File: config.mk
export PLATFORM = sky130hd
export DESIGN_NAME = bpf_front
export DESIGN_NICKNAME = d
export VERILOG_FILES = /design/src/rtl/bpf_pkg.sv /design/src/rtl/bpf_front.sv
export SDC_FILE = /design/constraint.sdc
export NUM_CORES = 2
export LEC_CHECK = 0
export ABC_CLOCK_PERIOD_IN_PS = 17200
export BUFFER_PORTS_ARGS = -buffer_cell sky130_fd_sc_hd__buf_2
export CORE_ASPECT_RATIO = 1.2
export CORE_MARGIN = 4
export CORE_UTILIZATION = 60
export DETAILED_ROUTE_END_ITERATION = 7
export PLACE_DENSITY = 0.86
export SYNTH_ARGS = -nofsm -noshare
export SYNTH_HDL_FRONTEND = slang
export SYNTH_SLANG_ARGS = --single-unit
File: constraint.sdc
create_clock -name clk_i -period 17.2 [get_ports clk_i]
set_clock_uncertainty 0.05 [all_clocks]
set_input_delay 5.16 -clock clk_i [delete_from_list [all_inputs] [get_ports clk_i]]
set_output_delay 5.16 -clock clk_i [all_outputs]
set_load 0.01 [all_outputs]
File: src/rtl/bpf_pkg.sv
package bpf_pkg;

  // sizes of the pixel and of the arithmetic
  localparam int unsigned NUM_BANDS   = 4;
  localparam int unsigned SAMPLE_BITS = 16;
  localparam int unsigned CNT_W       = 3;
  localparam int unsigned SUM_W       = SAMPLE_BITS + $clog2(NUM_BANDS);
  localparam int unsigned DIV_W       = SUM_W - 1;
  localparam int unsigned PROD_W      = 2 * SAMPLE_BITS;
  localparam int unsigned MAG_W       = PROD_W - 1;

  // configuration port
  localparam int unsigned CFG_IDX_W  = 2;
  localparam int unsigned CFG_DATA_W = SAMPLE_BITS;

  // queue between front and back
  localparam int unsigned QUEUE_DEPTH = 2;
  localparam int unsigned QPTR_W      = $clog2(QUEUE_DEPTH);

  typedef logic signed [SAMPLE_BITS-1:0] sample_t;

  localparam logic [CNT_W-1:0] BAND_COUNT_RST = CNT_W'(NUM_BANDS);
  localparam sample_t          NODATA_RST     = SAMPLE_BITS'(-9999);

  // saturation limits on the quotient magnitude
  localparam logic [MAG_W-1:0] SAT_POS = MAG_W'((64'd1 << (SAMPLE_BITS - 1)) - 64'd1);
  localparam logic [MAG_W-1:0] SAT_NEG = MAG_W'(64'd1 << (SAMPLE_BITS - 1));
  localparam sample_t          SMAX    = SAMPLE_BITS'((64'd1 << (SAMPLE_BITS - 1)) - 64'd1);
  localparam sample_t          SMIN    = SAMPLE_BITS'(64'd1 << (SAMPLE_BITS - 1));

  typedef enum logic [CFG_IDX_W-1:0] {
    CFG_BAND_COUNT = 2'd0,
    CFG_NODATA     = 2'd1
  } cfg_reg_e;

  typedef struct packed {
    sample_t ms_band0;
    sample_t ms_band1;
    sample_t ms_band2;
    sample_t ms_band3;
    sample_t pan_sample;
    logic    end_of_frame;
  } pix_in_t;

  typedef struct packed {
    sample_t              fused_band0;
    sample_t              fused_band1;
    sample_t              fused_band2;
    sample_t              fused_band3;
    logic [NUM_BANDS-1:0] saturated_mask;
    logic                 end_of_frame_out;
  } pix_out_t;

  typedef struct packed {
    logic [CNT_W-1:0] band_count;
    sample_t          nodata;
  } cfg_t;

  // one classified pixel waiting for division
  typedef struct packed {
    logic [NUM_BANDS-1:0]             ok;
    logic [NUM_BANDS-1:0][PROD_W-1:0] prod;
    logic [SUM_W-1:0]                 sum;
    logic                             eof;
  } q_ent_t;

  typedef struct packed {
    logic full;
    logic empty;
  } q_stat_t;

endpackage

File: src/rtl/bpf_front.sv
module bpf_front import bpf_pkg::*; (
  input  logic    clk_i,
  input  logic    rst_ni,
  input  logic    start_i,
  output logic    busy_o,
  input  pix_in_t pix_i,
  input  cfg_t    cfg_i,
  input  q_stat_t q_stat_i,
  output logic    push_o,
  output q_ent_t  ent_o
);

  sample_t                        band [NUM_BANDS];
  logic [CNT_W:0]                 active_cnt;
  logic [NUM_BANDS-1:0]           use_b;
  logic signed [SUM_W-1:0]        sum_c;
  logic signed [PROD_W-1:0]       prod_c [NUM_BANDS];
  logic                           pan_ok;
  logic                           adv;
  logic                           accept;
  q_ent_t                         ent_d;
  q_ent_t                         ent_q;
  logic                           ent_v_d;
  logic                           ent_v_q;

  assign band[0] = pix_i.ms_band0;
  assign band[1] = pix_i.ms_band1;
  assign band[2] = pix_i.ms_band2;
  assign band[3] = pix_i.ms_band3;

  assign pan_ok = (pix_i.pan_sample != cfg_i.nodata);

  // band counts above the lane count clamp to all lanes
  always_comb begin
    if ({1'b0, cfg_i.band_count} > (CNT_W + 1)'(NUM_BANDS)) begin
      active_cnt = (CNT_W + 1)'(NUM_BANDS);
    end else begin
      active_cnt = {1'b0, cfg_i.band_count};
    end
  end

  always_comb begin
    sum_c = '0;
    for (int b = 0; b < NUM_BANDS; b++) begin
      use_b[b]  = ((CNT_W + 1)'(b) < active_cnt) && (band[b] != cfg_i.nodata);
      prod_c[b] = band[b] * pix_i.pan_sample;
      if (use_b[b]) begin
        sum_c = sum_c + SUM_W'(band[b]);
      end
    end
  end

  always_comb begin
    for (int b = 0; b < NUM_BANDS; b++) begin
      ent_d.ok[b]   = use_b[b] && pan_ok;
      ent_d.prod[b] = prod_c[b];
    end
    ent_d.sum = sum_c;
    ent_d.eof = pix_i.end_of_frame;
  end

  // the stage holds only while its beat cannot enter the queue
  assign push_o = ent_v_q && !q_stat_i.full;
  assign adv    = !ent_v_q || !q_stat_i.full;
  assign busy_o = !adv;
  assign accept = start_i && adv;

  always_comb begin
    if (accept) begin
      ent_v_d = 1'b1;
    end else if (push_o) begin
      ent_v_d = 1'b0;
    end else begin
      ent_v_d = ent_v_q;
    end
  end

  always_ff @(posedge clk_i or negedge rst_ni) begin
    if (!rst_ni) begin
      ent_v_q <= 1'b0;
    end else begin
      ent_v_q <= ent_v_d;
    end
  end

  always_ff @(posedge clk_i) begin
    if (accept) begin
      ent_q <= ent_d;
    end
  end

  assign ent_o = ent_q;

endmodule

==> flow_metrics.tcl <==
set metrics [dict create \
    period_share_pct 71.13 \
    via_count 35560 \
    hp-start "ent_v_q$_DFFE_PN0P_" \
    cp.required_ns 17.43 \
    hold_class "register to register" \
    later_pin_clock_latency_in_the_skew_report_ns 0.51 \
    timing.hold.worst_endpoint "ent_v_q$_DFFE_PN0P_" \
    largest_cells_by_area_after_synthesis "sky130_fd_sc_hd__fa_1 44%, sky130_fd_sc_hd__ha_1 9.9%, sky130_fd_sc_hd__edfxtp_1 9.5%" \
    post_synthesis_instance_total 5046 \
    antenna_violating_nets_post_route 0 \
    initial_util_pct 60.92 \
    yosysSeqAreaShare_pct 9.571 \
    register_area_sq_um 4559 \
    boundary_pins 258 \
    result_of_the_run "finished with violations" \
    cp_common_cell "sky130_fd_sc_hd__fa_1" \
    critical_path_arrival_ns 12.46 \
    flop_and_latch_count_out_of_synthesis 152 \
    layout.cells.non_filler 6152 \
    grt_setup_unrepaired "no" \
    grt_first_pass_wirelength_mm 197.4 \
    detail_route.vias_per_cell 5.780 \
    multi_input_area_sq_um 37890 \
    groute.usage.overall_pct 29.88 \
    cap_violations 0 \
    synthesis.yosys.warnings 0 \
    period_minus_slack_ns 12.23 \
    cell_count_post_placement 6110 \
    dieHeight_microns 316.7 \
    failed_checks "DRC" \
    fin_nets 6637 \
    cts-root-buf "sky130_fd_sc_hd__clkbuf_16" \
    design.die.area_sq_um 83990 \
    number_of_failing_hold_endpoints_at_the_final_stage 0 \
    report.final.slew_viol_count 0 \
    drtIter0Drc 2931 \
    cell_type_contributing_the_most_total_cell_area_after_synthesis "sky130_fd_sc_hd__fa_1" \
    min_delay_path_depth 2 \
    max-slew-margin-rel_pct 25.83 \
    tritoncts_clock_tree "built" \
    number_of_enable_type_register_cells_in_the_synthesized_netlist 151 \
    drive_gt1_share_pct 6.959 \
    max_freq_mhz 81.73 \
    postLayoutCoreUtil_pct 64.01 \
    report.final.setup_viol 0 \
    synthFlopType "sky130_fd_sc_hd__edfxtp_1" \
    clock_sinks 152 \
    cts_made_buffers 17 \
    fp.dieW_microns 265.2 \
    dp_hpwl_mm 90.68 \
    numPortBuffers 256 \
    wl_per_cell_microns 19.68 \
    syn-cell-area_sq_um 47640 \
    cts.hold.buffers_added 0 \
    cp-end-kind "register" \
    crit_chain "buf_2, buf_4, nand2_1, inv_1, fa_1, fa_1, inv_1, fa_1, fa_1, fa_1, fa_1, inv_1, ha_1, nand3_1, or3_1, o311ai_1, o311a_1, o211ai_1, a21boi_1, xor2_1" \
    cts-root-to-sink-buffers 2 \
    highest_fanout_seen_on_the_critical_path 40 \
    fp.coreArea_sq_um 78200 \
    place.gp.congestion 0.9524 \
    ff2ff_setup_slack_ns 15.28 \
    r2r_start "ent_v_q$_DFFE_PN0P_" \
    crit_slowest_cell "sky130_fd_sc_hd__o311ai_1" \
    detail_route.wirelength_mm 121.0 \
    cts_post_setup_buffers_inserted 0 \
    synthToLayoutAreaGrowth_pct 5.072 \
    worstSetupPathType "primary input to register" \
    post-route-drc-count 2 \
    synth-async-reset-ratio_pct 0.6579 \
    number_of_gates_given_a_new_drive_strength_after_cts 0 \
    clkTransAtPathRegs_ns 0.08 \
    floorplan.rows 112 \
    grt_antenna_before_repair 14 \
    drtPass1Iterations 8 \
    transition_at_the_pin_with_the_smallest_max_transition_slack_ns 1.111 \
    rr_worst_depth 3 \
    synth.net_count 6580 \
    count_of_cell_types_in_the_netlist 72 \
    number_of_fill_cells_in_the_layout 6020 \
    worstReg2RegEnd "ent_o[74]$_DFFE_PP_" \
    fin_setup_tns_ns 0 \
    netlist.area_leader.share_pct 44.17 \
    clock_tree.htree_level_count 4 \
    syn-mean-instance-area_sq_um 9.441 \
    first_global_vias 38920 \
    grt_max_degree 152 \
    overflow 0 \
    cp-start-kind "primary input" \
    cp_slowest_stage_delay_ns 0.76 \
]
-- worst max-delay path by stage --
stage	start	end	slack [ns]	cells after the start
CTS	pix_i[2]	ent_o[145]$_DFFE_PP_	5.10	20
global placement	pix_i[2]	ent_o[50]$_DFFE_PP_	4.80	22
detailed placement	pix_i[2]	ent_o[145]$_DFFE_PP_	4.54	20
finish	pix_i[2]	ent_o[145]$_DFFE_PP_	4.97	20
global route	pix_i[71]	ent_o[18]$_DFFE_PP_	4.58	33
floorplan	q_stat_i[1]	ent_o[0]$_DFFE_PP_	4.44	2
-- metrics by stage --
stage	hold WS, ns	setup slack, ns	instance area (sq um)
after floorplan	0.5994	4.444	47640
after global placement	0.6161	4.800	49470
after detailed placement	0.6330	4.544	49470
after CTS	0.6481	5.100	50030
after global routing	0.6858	4.580	50040
final	0.6332	4.965	50060
-- cell families (layout without fill, tap and decap cells) --
logic type	after synthesis	in the layout	synth area share, %
other	0	10	0
flip-flops	152	152	9.571
adder cells (fa/ha/maj)	1429	1429	54.09
buffers and inverters	1384	1454	10.92
AO/OA/AOI/OAI	422	422	5.718
multiplexers	38	38	0.9061
AND/OR/NAND/NOR	1364	1364	14.06
XOR/XNOR	257	257	4.725
-- synthesized netlist by cell type, types with 4 or more instances --
| master | n |
|---|---|
| sky130_fd_sc_hd__o2111ai_1 | 4 |
| sky130_fd_sc_hd__inv_1 | 1147 |
| sky130_fd_sc_hd__mux2_2 | 33 |
| sky130_fd_sc_hd__o41ai_1 | 4 |
| sky130_fd_sc_hd__a211oi_1 | 22 |
| sky130_fd_sc_hd__and2_1 | 430 |
| sky130_fd_sc_hd__o211ai_1 | 10 |
| sky130_fd_sc_hd__nor3_1 | 37 |
| sky130_fd_sc_hd__ha_1 | 378 |
| sky130_fd_sc_hd__or3_1 | 8 |
| sky130_fd_sc_hd__nand3_1 | 21 |
| sky130_fd_sc_hd__fa_1 | 1051 |
| sky130_fd_sc_hd__nand2b_1 | 69 |
| sky130_fd_sc_hd__xor2_1 | 53 |
| sky130_fd_sc_hd__xnor2_1 | 204 |
| sky130_fd_sc_hd__a21o_1 | 51 |
| sky130_fd_sc_hd__o21a_1 | 20 |
| sky130_fd_sc_hd__o31ai_1 | 10 |
| sky130_fd_sc_hd__o21bai_1 | 15 |
| sky130_fd_sc_hd__nand2_1 | 626 |
| sky130_fd_sc_hd__a2111oi_0 | 6 |
| sky130_fd_sc_hd__nor2_1 | 90 |
| sky130_fd_sc_hd__clkbuf_1 | 227 |
| sky130_fd_sc_hd__or2_2 | 7 |
| sky130_fd_sc_hd__nor4_1 | 10 |
| sky130_fd_sc_hd__o22ai_1 | 4 |
| sky130_fd_sc_hd__o21ai_0 | 80 |
| sky130_fd_sc_hd__edfxtp_1 | 151 |
| sky130_fd_sc_hd__and3_1 | 10 |
| sky130_fd_sc_hd__nor2b_1 | 17 |
| sky130_fd_sc_hd__a221oi_1 | 5 |
| sky130_fd_sc_hd__buf_2 | 7 |
| sky130_fd_sc_hd__a31oi_1 | 16 |
| sky130_fd_sc_hd__a21oi_1 | 124 |
| sky130_fd_sc_hd__a31o_2 | 4 |
| sky130_fd_sc_hd__o31a_1 | 4 |
| sky130_fd_sc_hd__nand3b_1 | 4 |
| sky130_fd_sc_hd__nand4_1 | 25 |
-- sequential cells by signal, indices dropped and copies added, names as in the netlist --
signal,flops
ent_o,151
ent_v_q,1
-- cell type report --
class | instances | share of cell area [%]
Inverter | 1148 | 8.609
Tap cell | 1026 | 2.565
Clock buffer | 22 | 0.9274
Multi-Input combinational cell | 3510 | 75.69
Sequential cell | 152 | 9.109
Timing Repair Buffer | 274 | 2.860
Antenna cell | 10 | 0.04999
Clock inverter | 10 | 0.1925
-- worst max-delay path, delay by kind of cell --
family | cells | cell delay (ns)
AOI/OAI and AO/OA | 4 | 1.35
xor gates and xnor gates | 1 | 0.10
adders and majority gates | 7 | 3.46
buffers and inverters | 5 | 1.61
and+or+nand+nor | 3 | 0.73
-- layout by cell type (no fill, tap or decap), types with 37 or more instances in the layout --
cell	netlist	routed
sky130_fd_sc_hd__xnor2_1	204	204
sky130_fd_sc_hd__ha_1	378	378
sky130_fd_sc_hd__nand2_1	626	626
sky130_fd_sc_hd__nor3_1	37	37
sky130_fd_sc_hd__edfxtp_1	151	151
sky130_fd_sc_hd__a21oi_1	124	124
sky130_fd_sc_hd__nand2b_1	69	69
sky130_fd_sc_hd__a21o_1	51	51
sky130_fd_sc_hd__inv_1	1147	1147
sky130_fd_sc_hd__and2_1	430	430
sky130_fd_sc_hd__fa_1	1051	1051
sky130_fd_sc_hd__xor2_1	53	53
sky130_fd_sc_hd__nor2_1	90	89
sky130_fd_sc_hd__buf_2	7	255
sky130_fd_sc_hd__o21ai_0	80	80
-- routing by layer --
metal / track usage (%) / up-vias / share of wire (%)
met3: 6.883 / 506 / 9.9
met5: 0 / - / 0.032
met4: 19.72 / 6 / 7.6
met1: 36.22 / 17930 / 35
met2: 48.23 / 1800 / 47
li1: - / 15320 / -
Power is not shown: default switching activity piles up to over one toggle a cycle in this logic, so the estimate is an artifact.
