===== src/rtl/bpf_pkg.sv =====
package bpf_pkg;

  // sizes of the pixel and of the arithmetic
  localparam int unsigned NUM_BANDS   = 4;
  localparam int unsigned SAMPLE_BITS = 16;
  localparam int unsigned CNT_W       = 3;
  localparam int unsigned SUM_W       = SAMPLE_BITS + $clog2(NUM_BANDS);
  localparam int unsigned DIV_W       = SUM_W - 1;
  localparam int unsigned PROD_W      = 2 * SAMPLE_BITS;
  localparam int unsigned MAG_W       = PROD_W - 1;

  // configuration port
  localparam int unsigned CFG_IDX_W  = 2;
  localparam int unsigned CFG_DATA_W = SAMPLE_BITS;

  // queue between front and back
  localparam int unsigned QUEUE_DEPTH = 2;
  localparam int unsigned QPTR_W      = $clog2(QUEUE_DEPTH);

  typedef logic signed [SAMPLE_BITS-1:0] sample_t;

  localparam logic [CNT_W-1:0] BAND_COUNT_RST = CNT_W'(NUM_BANDS);
  localparam sample_t          NODATA_RST     = SAMPLE_BITS'(-9999);

  // saturation limits on the quotient magnitude
  localparam logic [MAG_W-1:0] SAT_POS = MAG_W'((64'd1 << (SAMPLE_BITS - 1)) - 64'd1);
  localparam logic [MAG_W-1:0] SAT_NEG = MAG_W'(64'd1 << (SAMPLE_BITS - 1));
  localparam sample_t          SMAX    = SAMPLE_BITS'((64'd1 << (SAMPLE_BITS - 1)) - 64'd1);
  localparam sample_t          SMIN    = SAMPLE_BITS'(64'd1 << (SAMPLE_BITS - 1));

  typedef enum logic [CFG_IDX_W-1:0] {
    CFG_BAND_COUNT = 2'd0,
    CFG_NODATA     = 2'd1
  } cfg_reg_e;

  typedef struct packed {
    sample_t ms_band0;
    sample_t ms_band1;
    sample_t ms_band2;
    sample_t ms_band3;
    sample_t pan_sample;
    logic    end_of_frame;
  } pix_in_t;

  typedef struct packed {
    sample_t              fused_band0;
    sample_t              fused_band1;
    sample_t              fused_band2;
    sample_t              fused_band3;
    logic [NUM_BANDS-1:0] saturated_mask;
    logic                 end_of_frame_out;
  } pix_out_t;

  typedef struct packed {
    logic [CNT_W-1:0] band_count;
    sample_t          nodata;
  } cfg_t;

  // one classified pixel waiting for division
  typedef struct packed {
    logic [NUM_BANDS-1:0]             ok;
    logic [NUM_BANDS-1:0][PROD_W-1:0] prod;
    logic [SUM_W-1:0]                 sum;
    logic                             eof;
  } q_ent_t;

  typedef struct packed {
    logic full;
    logic empty;
  } q_stat_t;

endpackage


===== src/rtl/bpf_queue.sv =====
module bpf_queue import bpf_pkg::*; (
  input  logic    clk_i,
  input  logic    rst_ni,
  input  logic    push_i,
  input  q_ent_t  ent_i,
  input  logic    pop_i,
  output q_ent_t  ent_o,
  output q_stat_t stat_o
);

  q_ent_t            slot_q [QUEUE_DEPTH];
  logic [QPTR_W-1:0] wr_ptr_d, wr_ptr_q;
  logic [QPTR_W-1:0] rd_ptr_d, rd_ptr_q;
  logic [QPTR_W:0]   cnt_d, cnt_q;

  assign stat_o.full  = (cnt_q == (QPTR_W + 1)'(QUEUE_DEPTH));
  assign stat_o.empty = (cnt_q == '0);
  assign ent_o        = slot_q[rd_ptr_q];

  always_comb begin
    wr_ptr_d = wr_ptr_q;
    rd_ptr_d = rd_ptr_q;
    cnt_d    = cnt_q;
    if (push_i) begin
      wr_ptr_d = (wr_ptr_q == QPTR_W'(QUEUE_DEPTH - 1)) ? '0 : wr_ptr_q + 1'b1;
    end
    if (pop_i) begin
      rd_ptr_d = (rd_ptr_q == QPTR_W'(QUEUE_DEPTH - 1)) ? '0 : rd_ptr_q + 1'b1;
    end
    if (push_i && !pop_i) begin
      cnt_d = cnt_q + 1'b1;
    end else if (pop_i && !push_i) begin
      cnt_d = cnt_q - 1'b1;
    end
  end

  always_ff @(posedge clk_i or negedge rst_ni) begin
    if (!rst_ni) begin
      wr_ptr_q <= '0;
      rd_ptr_q <= '0;
      cnt_q    <= '0;
    end else begin
      wr_ptr_q <= wr_ptr_d;
      rd_ptr_q <= rd_ptr_d;
      cnt_q    <= cnt_d;
    end
  end

  always_ff @(posedge clk_i) begin
    if (push_i) begin
      slot_q[wr_ptr_q] <= ent_i;
    end
  end

endmodule


===== config.mk =====
export PLATFORM = sky130hd
export DESIGN_NAME = bpf_queue
export DESIGN_NICKNAME = d
export VERILOG_FILES = /design/src/rtl/bpf_pkg.sv /design/src/rtl/bpf_queue.sv
export SDC_FILE = /design/constraint.sdc
export NUM_CORES = 1
export LEC_CHECK = 0
export BUFFER_PORTS_ARGS = -buffer_cell sky130_fd_sc_hd__buf_2
export CAP_MARGIN = 10
export CORE_MARGIN = 2
export CORE_UTILIZATION = 40
export DETAILED_ROUTE_END_ITERATION = 8
export GPL_TIMING_DRIVEN = 0
export HOLD_SLACK_MARGIN = 0.02
export PLACE_DENSITY_LB_ADDON = 0.15
export SLEW_MARGIN = 20
export SYNTH_ARGS = -nofsm -noshare
export SYNTH_HDL_FRONTEND = slang
export SYNTH_SLANG_ARGS = --single-unit

===== constraint.sdc =====
create_clock -name clk_i -period 8.79 [get_ports clk_i]
set_input_delay 0 -clock clk_i [delete_from_list [all_inputs] [get_ports clk_i]]
set_output_delay 0 -clock clk_i [all_outputs]
set_load 0.02 [all_outputs]

==> out/results.md, run 1 <==
| Item | Reported |
| --- | --- |
| Run status | complete, no violations |
| Signed area change from the synthesized netlist to the final layout | 41.8% |
| H-tree level count | 1 |
| DRC viols | 0 |
| CP Launch Type | flop |
| Max-cap viol count | 0 |
| Max_slew headroom | 53.9% |
| Largest driver fanout on the critical path | 26 |
| Worst setup skew after layout | 11.4 ps |
| DRT iter0 DRCs | 302 |
| Slew at the pin closest to its max-slew limit | 690 ps |
| Post-cts gate resize count | 0 |
| Library cells used by synthesis | 13 |
| Post-synthesis cell area | 11400 um^2 |
| Fin nets | 1146 |
| Synthesized flop and latch total | 306 |
| Maximum buffer depth of the clock tree | 3 |
| Fmax achieved | 503 MHz |
| Worst hold-check slack | 171 ps |
| Cell occurring most often along the worst timing path | sky130_fd_sc_hd__buf_16 |
| Routed wire length | 24.1 mm |
| YS warnings | 0 |
| Highest-delay cell along the critical path | sky130_fd_sc_hd__nor2b_4 |
| Number of global-route vias before repair | 6964 |
| Setup repair after global routing missed its margin | false |
| Hold-critical path endpoint | slot_q[1][124] |
| Global Route Usage Sum | 15.7% |
| Instance count along the most critical hold path | 2 |
| Count of inserted antenna diode cells | 0 |
| Cell-by-cell trace of the critical path | nor2b_4 > buf_16 > buf_16 > buf_12 |
| Hold buffer count at cts | 155 |
| Startpoint of the most critical setup path | wr_ptr_q |
| Final Hold Violating Endpoints | 0 |
| Worst reg2reg endpoint | slot_q[0][100] |
| Endpoint arrival time on the critical path | 2230 ps |
| CORE AREA | 27900 um^2 |
| Total buffers and inverters traversed by the critical path | 3 |
| Largest net degree at the start of global routing | 46 |
| Die span in y | 173 um |
| Post-DP HPWL | 16.0 mm |
| Final critical path time including I/O delays and setup | 1990 ps |
| CTS tree | built |
| Buffer count from post-CTS setup fixing | 0 |
| Number of top-level pins | 308 |
| Count of antenna-violating nets left after detailed routing | 0 |
| First-pass GRT wire length | 37.2 mm |
| Number of optimization iterations in the first detailed-route pass | 4 |
| WP data required | 9040 ps |
| CTS root buffer | sky130_fd_sc_hd__clkbuf_16 |
| Crit path capture type | flop |
| Power density over the cells | 311 nW/um^2 |
| Post-synthesis area per instance | 23.5 um^2 |
| Layout cells sized above 1 | 52.6% |
| Initial antenna violation count | 0 |
| Overall power after layout | 5.04 mW |
| Synthesized netlist cell count | 486 |
| Path type of the worst setup path | flop to flop |
| Clock buffer count from CTS | 31 |
| Floorplan row count | 61 |
| Routed length per placed instance | 17.3 um |
| R2r setup slk | 6800 ps |
| Post-route clock period utilization | 22.6% |
| Launch instance of the worst register-to-register path | wr_ptr_q |
| Number of endpoints failing setup at the final stage | 0 |
| Floorplan die width | 173 um |
| Clock network latency to the later pin of the worst-skew pair | 550 ps |
| Register clock-pin slew on the reported worst setup and hold paths | 60 ps |
| Leakage power of the design | 6.39 nW |
| Maximum cell stage delay along the critical path | 580 ps |
| Worst VDD drop | 225 uV |
| Net count after synthesis | 642 |
| Initial Utilization | 40.8% |
| Pins over their slew limit | 0 |
| Vias | 6280 |
| Clock sink total | 306 |
| Cell count of the worst reg-to-reg path | 4 |
| Sequential-to-total area share from yosys stat | 80.4% |
| Crit path max-delay family | buffers and inverters |
| Number of buffers added on ports | 307 |
| Floorplan die area | 29900 um^2 |
| Total grt overflow | 0 |
| Vias per Instance | 4.51 |
| Routability cong. | 0.775 |
| End-of-flow core utilization | 57.9% |
| Hold Path Origin | ent_i[124] |
| Path class of the lowest-slack min-delay path | primary input to flop |
==> final cells by class <==
cell class	count	area, um^2
Fill cell	2172	11800
Sequential cell	306	9170
Timing Repair Buffer	471	3310
Multi-Input combinational cell	162	2090
Clock buffer	34	787
Tap cell	378	473
Clock inverter	23	186
Buffer	17	148
Inverter	1	3.75
==> sequential cells by signal, indices dropped and copies added, names as in the netlist <==
name / cells
slot_q: 302
cnt_q: 2
rd_ptr_q: 1
wr_ptr_q: 1
==> routing by layer <==
| metal | vias up | part of all wire (%) | track usage (%) |
|---|---|---|---|
| met1 | 3034 | 39 | 18.4 |
| met5 | - | 0 | 0 |
| met4 | 0 | 3.0 | 4.77 |
| met2 | 251 | 48 | 26.9 |
| met3 | 47 | 9.6 | 5.94 |
| li1 | 2948 | - | - |
==> where the power goes <==
group | switching (mW) | internal, mW | total, mW
clock network | 0.520 | 0.728 | 1.25
logic | 0.997 | 0.790 | 1.79
registers | 0.0672 | 1.93 | 2.00
total | 1.58 | 3.45 | 5.04
==> cells by family (layout without fill, tap and decap cells) <==
| family | after synthesis | count (layout) | synth area share (%) |
|---|---|---|---|
| flops | 306 | 306 | 80.4 |
| mux | 151 | 151 | 17.5 |
| buf+inv | 18 | 546 | 1.33 |
| xor+xnor | 5 | 5 | 0.384 |
| simple gates | 5 | 5 | 0.230 |
| fa+ha+maj | 1 | 1 | 0.110 |
==> Yosys cell counts <==
library cell / count / area, um^2
sky130_fd_sc_hd__edfxtp_1: 302 / 9070
sky130_fd_sc_hd__mux2_4: 80 / 1200
sky130_fd_sc_hd__mux2_2: 71 / 800
sky130_fd_sc_hd__buf_6: 10 / 113
sky130_fd_sc_hd__buf_2: 7 / 35.0
sky130_fd_sc_hd__dfrtp_1: 4 / 100
sky130_fd_sc_hd__xor2_1: 4 / 35.0
sky130_fd_sc_hd__nor2_1: 2 / 7.51
sky130_fd_sc_hd__nor2b_1: 2 / 12.5
sky130_fd_sc_hd__and2_1: 1 / 6.26
sky130_fd_sc_hd__ha_1: 1 / 12.5
sky130_fd_sc_hd__inv_1: 1 / 3.75
sky130_fd_sc_hd__xnor2_1: 1 / 8.76
==> cells in the final DEF, fill, tap and decap left out <==
master / count
sky130_fd_sc_hd__mux2_2: 71
sky130_fd_sc_hd__xnor2_1: 1
sky130_fd_sc_hd__xor2_1: 4
sky130_fd_sc_hd__clkinv_2: 11
sky130_fd_sc_hd__nor2_1: 2
sky130_fd_sc_hd__clkbuf_1: 3
sky130_fd_sc_hd__buf_2: 314
sky130_fd_sc_hd__inv_1: 1
sky130_fd_sc_hd__dfrtp_1: 4
sky130_fd_sc_hd__nor2b_4: 1
sky130_fd_sc_hd__nor2b_1: 1
sky130_fd_sc_hd__ha_1: 1
sky130_fd_sc_hd__edfxtp_1: 302
sky130_fd_sc_hd__clkinvlp_4: 2
sky130_fd_sc_hd__buf_6: 10
sky130_fd_sc_hd__bufinv_16: 3
sky130_fd_sc_hd__buf_12: 4
sky130_fd_sc_hd__and2_4: 1
sky130_fd_sc_hd__buf_16: 5
sky130_fd_sc_hd__mux2_4: 80
sky130_fd_sc_hd__clkbuf_16: 31
sky130_fd_sc_hd__clkinv_1: 7
sky130_fd_sc_hd__dlygate4sd3_1: 155
==> how the worst max path moves through the flow <==
stage / cells past startpoint / to / slack (ps)
3_5_place_dp: 4 / slot_q[0][100] / 6760
4_1_cts: 4 / slot_q[0][77] / 6750
5_1_grt: 4 / slot_q[0][79] / 6670
2_1_floorplan: 1 / slot_q[0][0] / 1040
3_3_place_gp: 1 / slot_q[0][100] / -2460
6_report: 4 / slot_q[0][100] / 6800
==> metrics by stage <==
stage,cell area (um^2),cells,TNS (ps),setup slack [ps]
2_1_floorplan,11400,486,0,1040
3_3_place_gp,13400,1171,-368990,-2460
3_5_place_dp,13600,1180,0,6760
4_1_cts,16200,1392,0,6750
5_1_grt,16200,1392,0,6670
6_report,16200,1392,0,6800
No activity file was read; power rests on OpenSTA's default activity.
==> run 2, diff against run 1 <==
Clock period 8.79 ns to 1.9 ns, I/O delays scaled along.
==> run 2 against run 1 <==
Effect of this change:
- cell count grew 0.43%
- highest routed layer unchanged
- design area grew 1.3%
- clock power grew to 5.1 times the previous value
- sequential cell count is the same
- register-to-register slack lost 6500 ps
- die area is the same
- core utilization grew 0.75 points
- critical path depth is the same
- combinational power grew to 4.7 times the previous value
==> out/results.md, run 2 (synthesis gave the netlist of run 1 again) <==
| Item | Reported | Delta |
| --- | --- | --- |
| Run status | complete, no violations |  |
| Vias | 6356 | +1.2% |
| Max_slew headroom | 67.1% | +13 points |
| Post-DP HPWL | 15.5 mm | -3.1% |
| Total grt overflow | 0 | unchanged |
| Count of inserted antenna diode cells | 0 | unchanged |
| Worst VDD drop | 886 uV | +290% |
| Count of antenna-violating nets left after detailed routing | 0 | unchanged |
| End-of-flow core utilization | 58.6% | +0.75 points |
| Register bank with the most flops | slot_q |  |
| Largest net degree at the start of global routing | 45 | -2.2% |
| Number of buffers added on ports | 307 | unchanged |
| Leakage power of the design | 6.48 nW | +1.5% |
| Pins over their slew limit | 0 | unchanged |
| DRC viols | 0 | unchanged |
| Placed Instance Area | 13600 um^2 | -0.11% |
| WP data required | 1900 ps | -7140 ps |
| CTS tree | built |  |
| DRT iter0 DRCs | 278 | -7.9% |
| Global Route Usage Sum | 15.6% | -0.10 points |
| Final critical path time including I/O delays and setup | 1840 ps |  |
| Largest driver fanout on the critical path | 10 | -62% |
| CP Launch Type | flop |  |
| R2r setup slk | 290 ps | -6510 ps |
| Power density over the cells | 1470 nW/um^2 | +370% |
| Layout cells sized above 1 | 52.5% | -0.11 points |
| Fin nets | 1154 | +0.70% |
| Sum of negative setup slack | 0 ps | unchanged |
| Post-route clock period utilization | 96.8% |  |
| Registers with the highest flip-flop counts | slot_q x302, cnt_q x2 |  |
| Hold-critical path endpoint | slot_q[1][127] |  |
| Worst setup skew after layout | 24.6 ps | +13.2 ps |
| Commonest cells after routing, fill and taps aside | 314 x sky130_fd_sc_hd__buf_2, 302 x sky130_fd_sc_hd__edfxtp_1, 155 x sky130_fd_sc_hd__dlygate4sd3_1 |  |
| CORE AREA | 27900 um^2 | unchanged |
| Worst reg2reg endpoint | slot_q[1][116] |  |
| Path class of the lowest-slack min-delay path | primary input to flop |  |
| Max reg flops | 302 | unchanged |
| Number of top-level pins | 308 | unchanged |
| Routability cong. | 0.767 | -1.1% |
| Sw frac | 30.8% | -0.70 points |
| Vias per Instance | 4.55 | +0.78% |
| Signed area change from the synthesized netlist to the final layout | 43.6% |  |
| Highest-delay cell along the critical path | sky130_fd_sc_hd__mux2_2 |  |
| Maximum cell stage delay along the critical path | 390 ps | -190 ps |
| Power Internal | 16.7 mW | +380% |
| Instance count along the most critical hold path | 2 | unchanged |
| Routed wire length | 24.0 mm | -0.25% |
| H-tree level count | 2 | +1 |
| Register clock-pin slew on the reported worst setup and hold paths | 60 ps | about the same |
| Number of endpoints failing setup at the final stage | 0 | unchanged |
| Clock network latency to the later pin of the worst-skew pair | 500 ps | -50 ps |
| Cell count of the worst reg-to-reg path | 3 | -1 |
| Reg power frac | 38.4% | -1.3 points |
| Die span in y | 173 um | unchanged |
| Cell-by-cell trace of the critical path | buf_6 > buf_2 > mux2_2 > buf_2 |  |
| Slew at the pin closest to its max-slew limit | 494 ps | -197 ps |
| Floorplan die area | 29900 um^2 | unchanged |
| Cell occurring most often along the worst timing path | sky130_fd_sc_hd__buf_2 |  |
| Floorplan row count | 61 | unchanged |
| Switching Power | 7.41 mW | +370% |
| Floorplan die width | 173 um | unchanged |
| First-pass GRT wire length | 36.9 mm | -1.1% |
| CTS root buffer | sky130_fd_sc_hd__clkbuf_16 |  |
| Worst hold-check slack | 210 ps | +38.2 ps |
| Crit path capture type | primary output |  |
| Clock sink total | 306 | unchanged |
| Number of global-route vias before repair | 7000 | +0.52% |
| Number of optimization iterations in the first detailed-route pass | 4 | unchanged |
| Hold Path Origin | ent_i[127] |  |
| Part of the power in the clock network | 26.6% | +1.8 points |
| Initial antenna violation count | 0 | unchanged |
| Clock buffer count from CTS | 34 | +9.7% |
| Routed length per placed instance | 17.2 um | -0.68% |
| Max-cap viol count | 0 | unchanged |
| Maximum buffer depth of the clock tree | 3 | unchanged |
| Setup repair after global routing missed its margin | true |  |
| Post-route cell area | 16400 um^2 | +1.3% |
| Initial Utilization | 40.8% | unchanged |
| Combinational cell fraction of total power | 35.0% | -0.5 points |
| Total buffers and inverters traversed by the critical path | 3 | unchanged |
| Endpoint arrival time on the critical path | 1840 ps | -390 ps |
| Crit path max-delay family | buffers and inverters |  |
| Most common library cell in the layout ignoring fill and taps | sky130_fd_sc_hd__buf_2 |  |
| Path type of the worst setup path | flop to primary output |  |
| Final Hold Violating Endpoints | 0 | unchanged |
| Fmax achieved | 544 MHz |  |
| Launch instance of the worst register-to-register path | wr_ptr_q |  |
[run 2: changes by cell type in the layout (fill, tap and decap cells not counted), sizes merged]
cell | previous run | this run
buf | 333 | 337
clkbuf | 34 | 42
inv | 1 | 2
and2 | 1 | 2
clkinv | 18 | 12
clkinvlp | 2 | 0
[run 2: per-stage QoR]
stage	power [mW]	setup WS [ps]	cells
detailed placement	17.5	-23.5	1180
finish	24.1	61.4	1398
global placement	17.2	-2340	1171
global route	25.1	-15.5	1398
CTS	24.2	-1.56	1394
floorplan	14.9	-1190	486
[run 2: power groups by stage]
stage / logic, mW / registers, mW / clock network [mW]
after global placement: 7.68 / 9.49 / 0
after CTS: 8.41 / 9.26 / 6.57
after floorplan: 5.49 / 9.39 / 0
after global routing: 8.93 / 9.36 / 6.83
final: 8.42 / 9.26 / 6.40
after detailed placement: 8.06 / 9.39 / 0
[run 2: cell type report]
cell class                      instances  area (um^2)
Fill cell                            2142        11600
Sequential cell                       306         9170
Timing Repair Buffer                  475         3330
Multi-Input combinational cell        163         2100
Clock buffer                           42          945
Tap cell                              378          473
Buffer                                 17          196
Clock inverter                         16          154
Inverter                                1         3.75
[run 2: worst max-delay path by stage]
stage,from,endpoint,slack (ps),cells past startpoint
after floorplan,wr_ptr_q,slot_q[0][0],-1190,1
after global placement,wr_ptr_q,slot_q[0][78],-2340,1
after detailed placement,wr_ptr_q,slot_q[1][72],-20,3
after CTS,rd_ptr_q,ent_o[106],-2,5
after global routing,rd_ptr_q,ent_o[56],-20,5
final,rd_ptr_q,ent_o[31],60,4
[run 2: metal layers]
metal	global-route usage (%)	wire length (um)	up-vias
met3	5.32	1960	41
met1	18.6	9890	3096
met5	0	0	-
met4	4.41	481	0
met2	26.9	11700	248
li1	-	-	2971
[run 2: what timing repair did]
action	in CTS	in global routing
setup endpoints to repair	124	136
resized for setup	5	7
hold buffers	155	0
buffers inserted	0	4
cloned	1	0
endpoints found under the hold margin	309	0
pin swaps	1	1
[run 2: worst register-to-register path: cells and delay by family (launching register included)]
family | cells | cell delay [ps]
DFF | 1 | 480
buffers and inverters | 2 | 550
and+or+nand+nor | 1 | 220
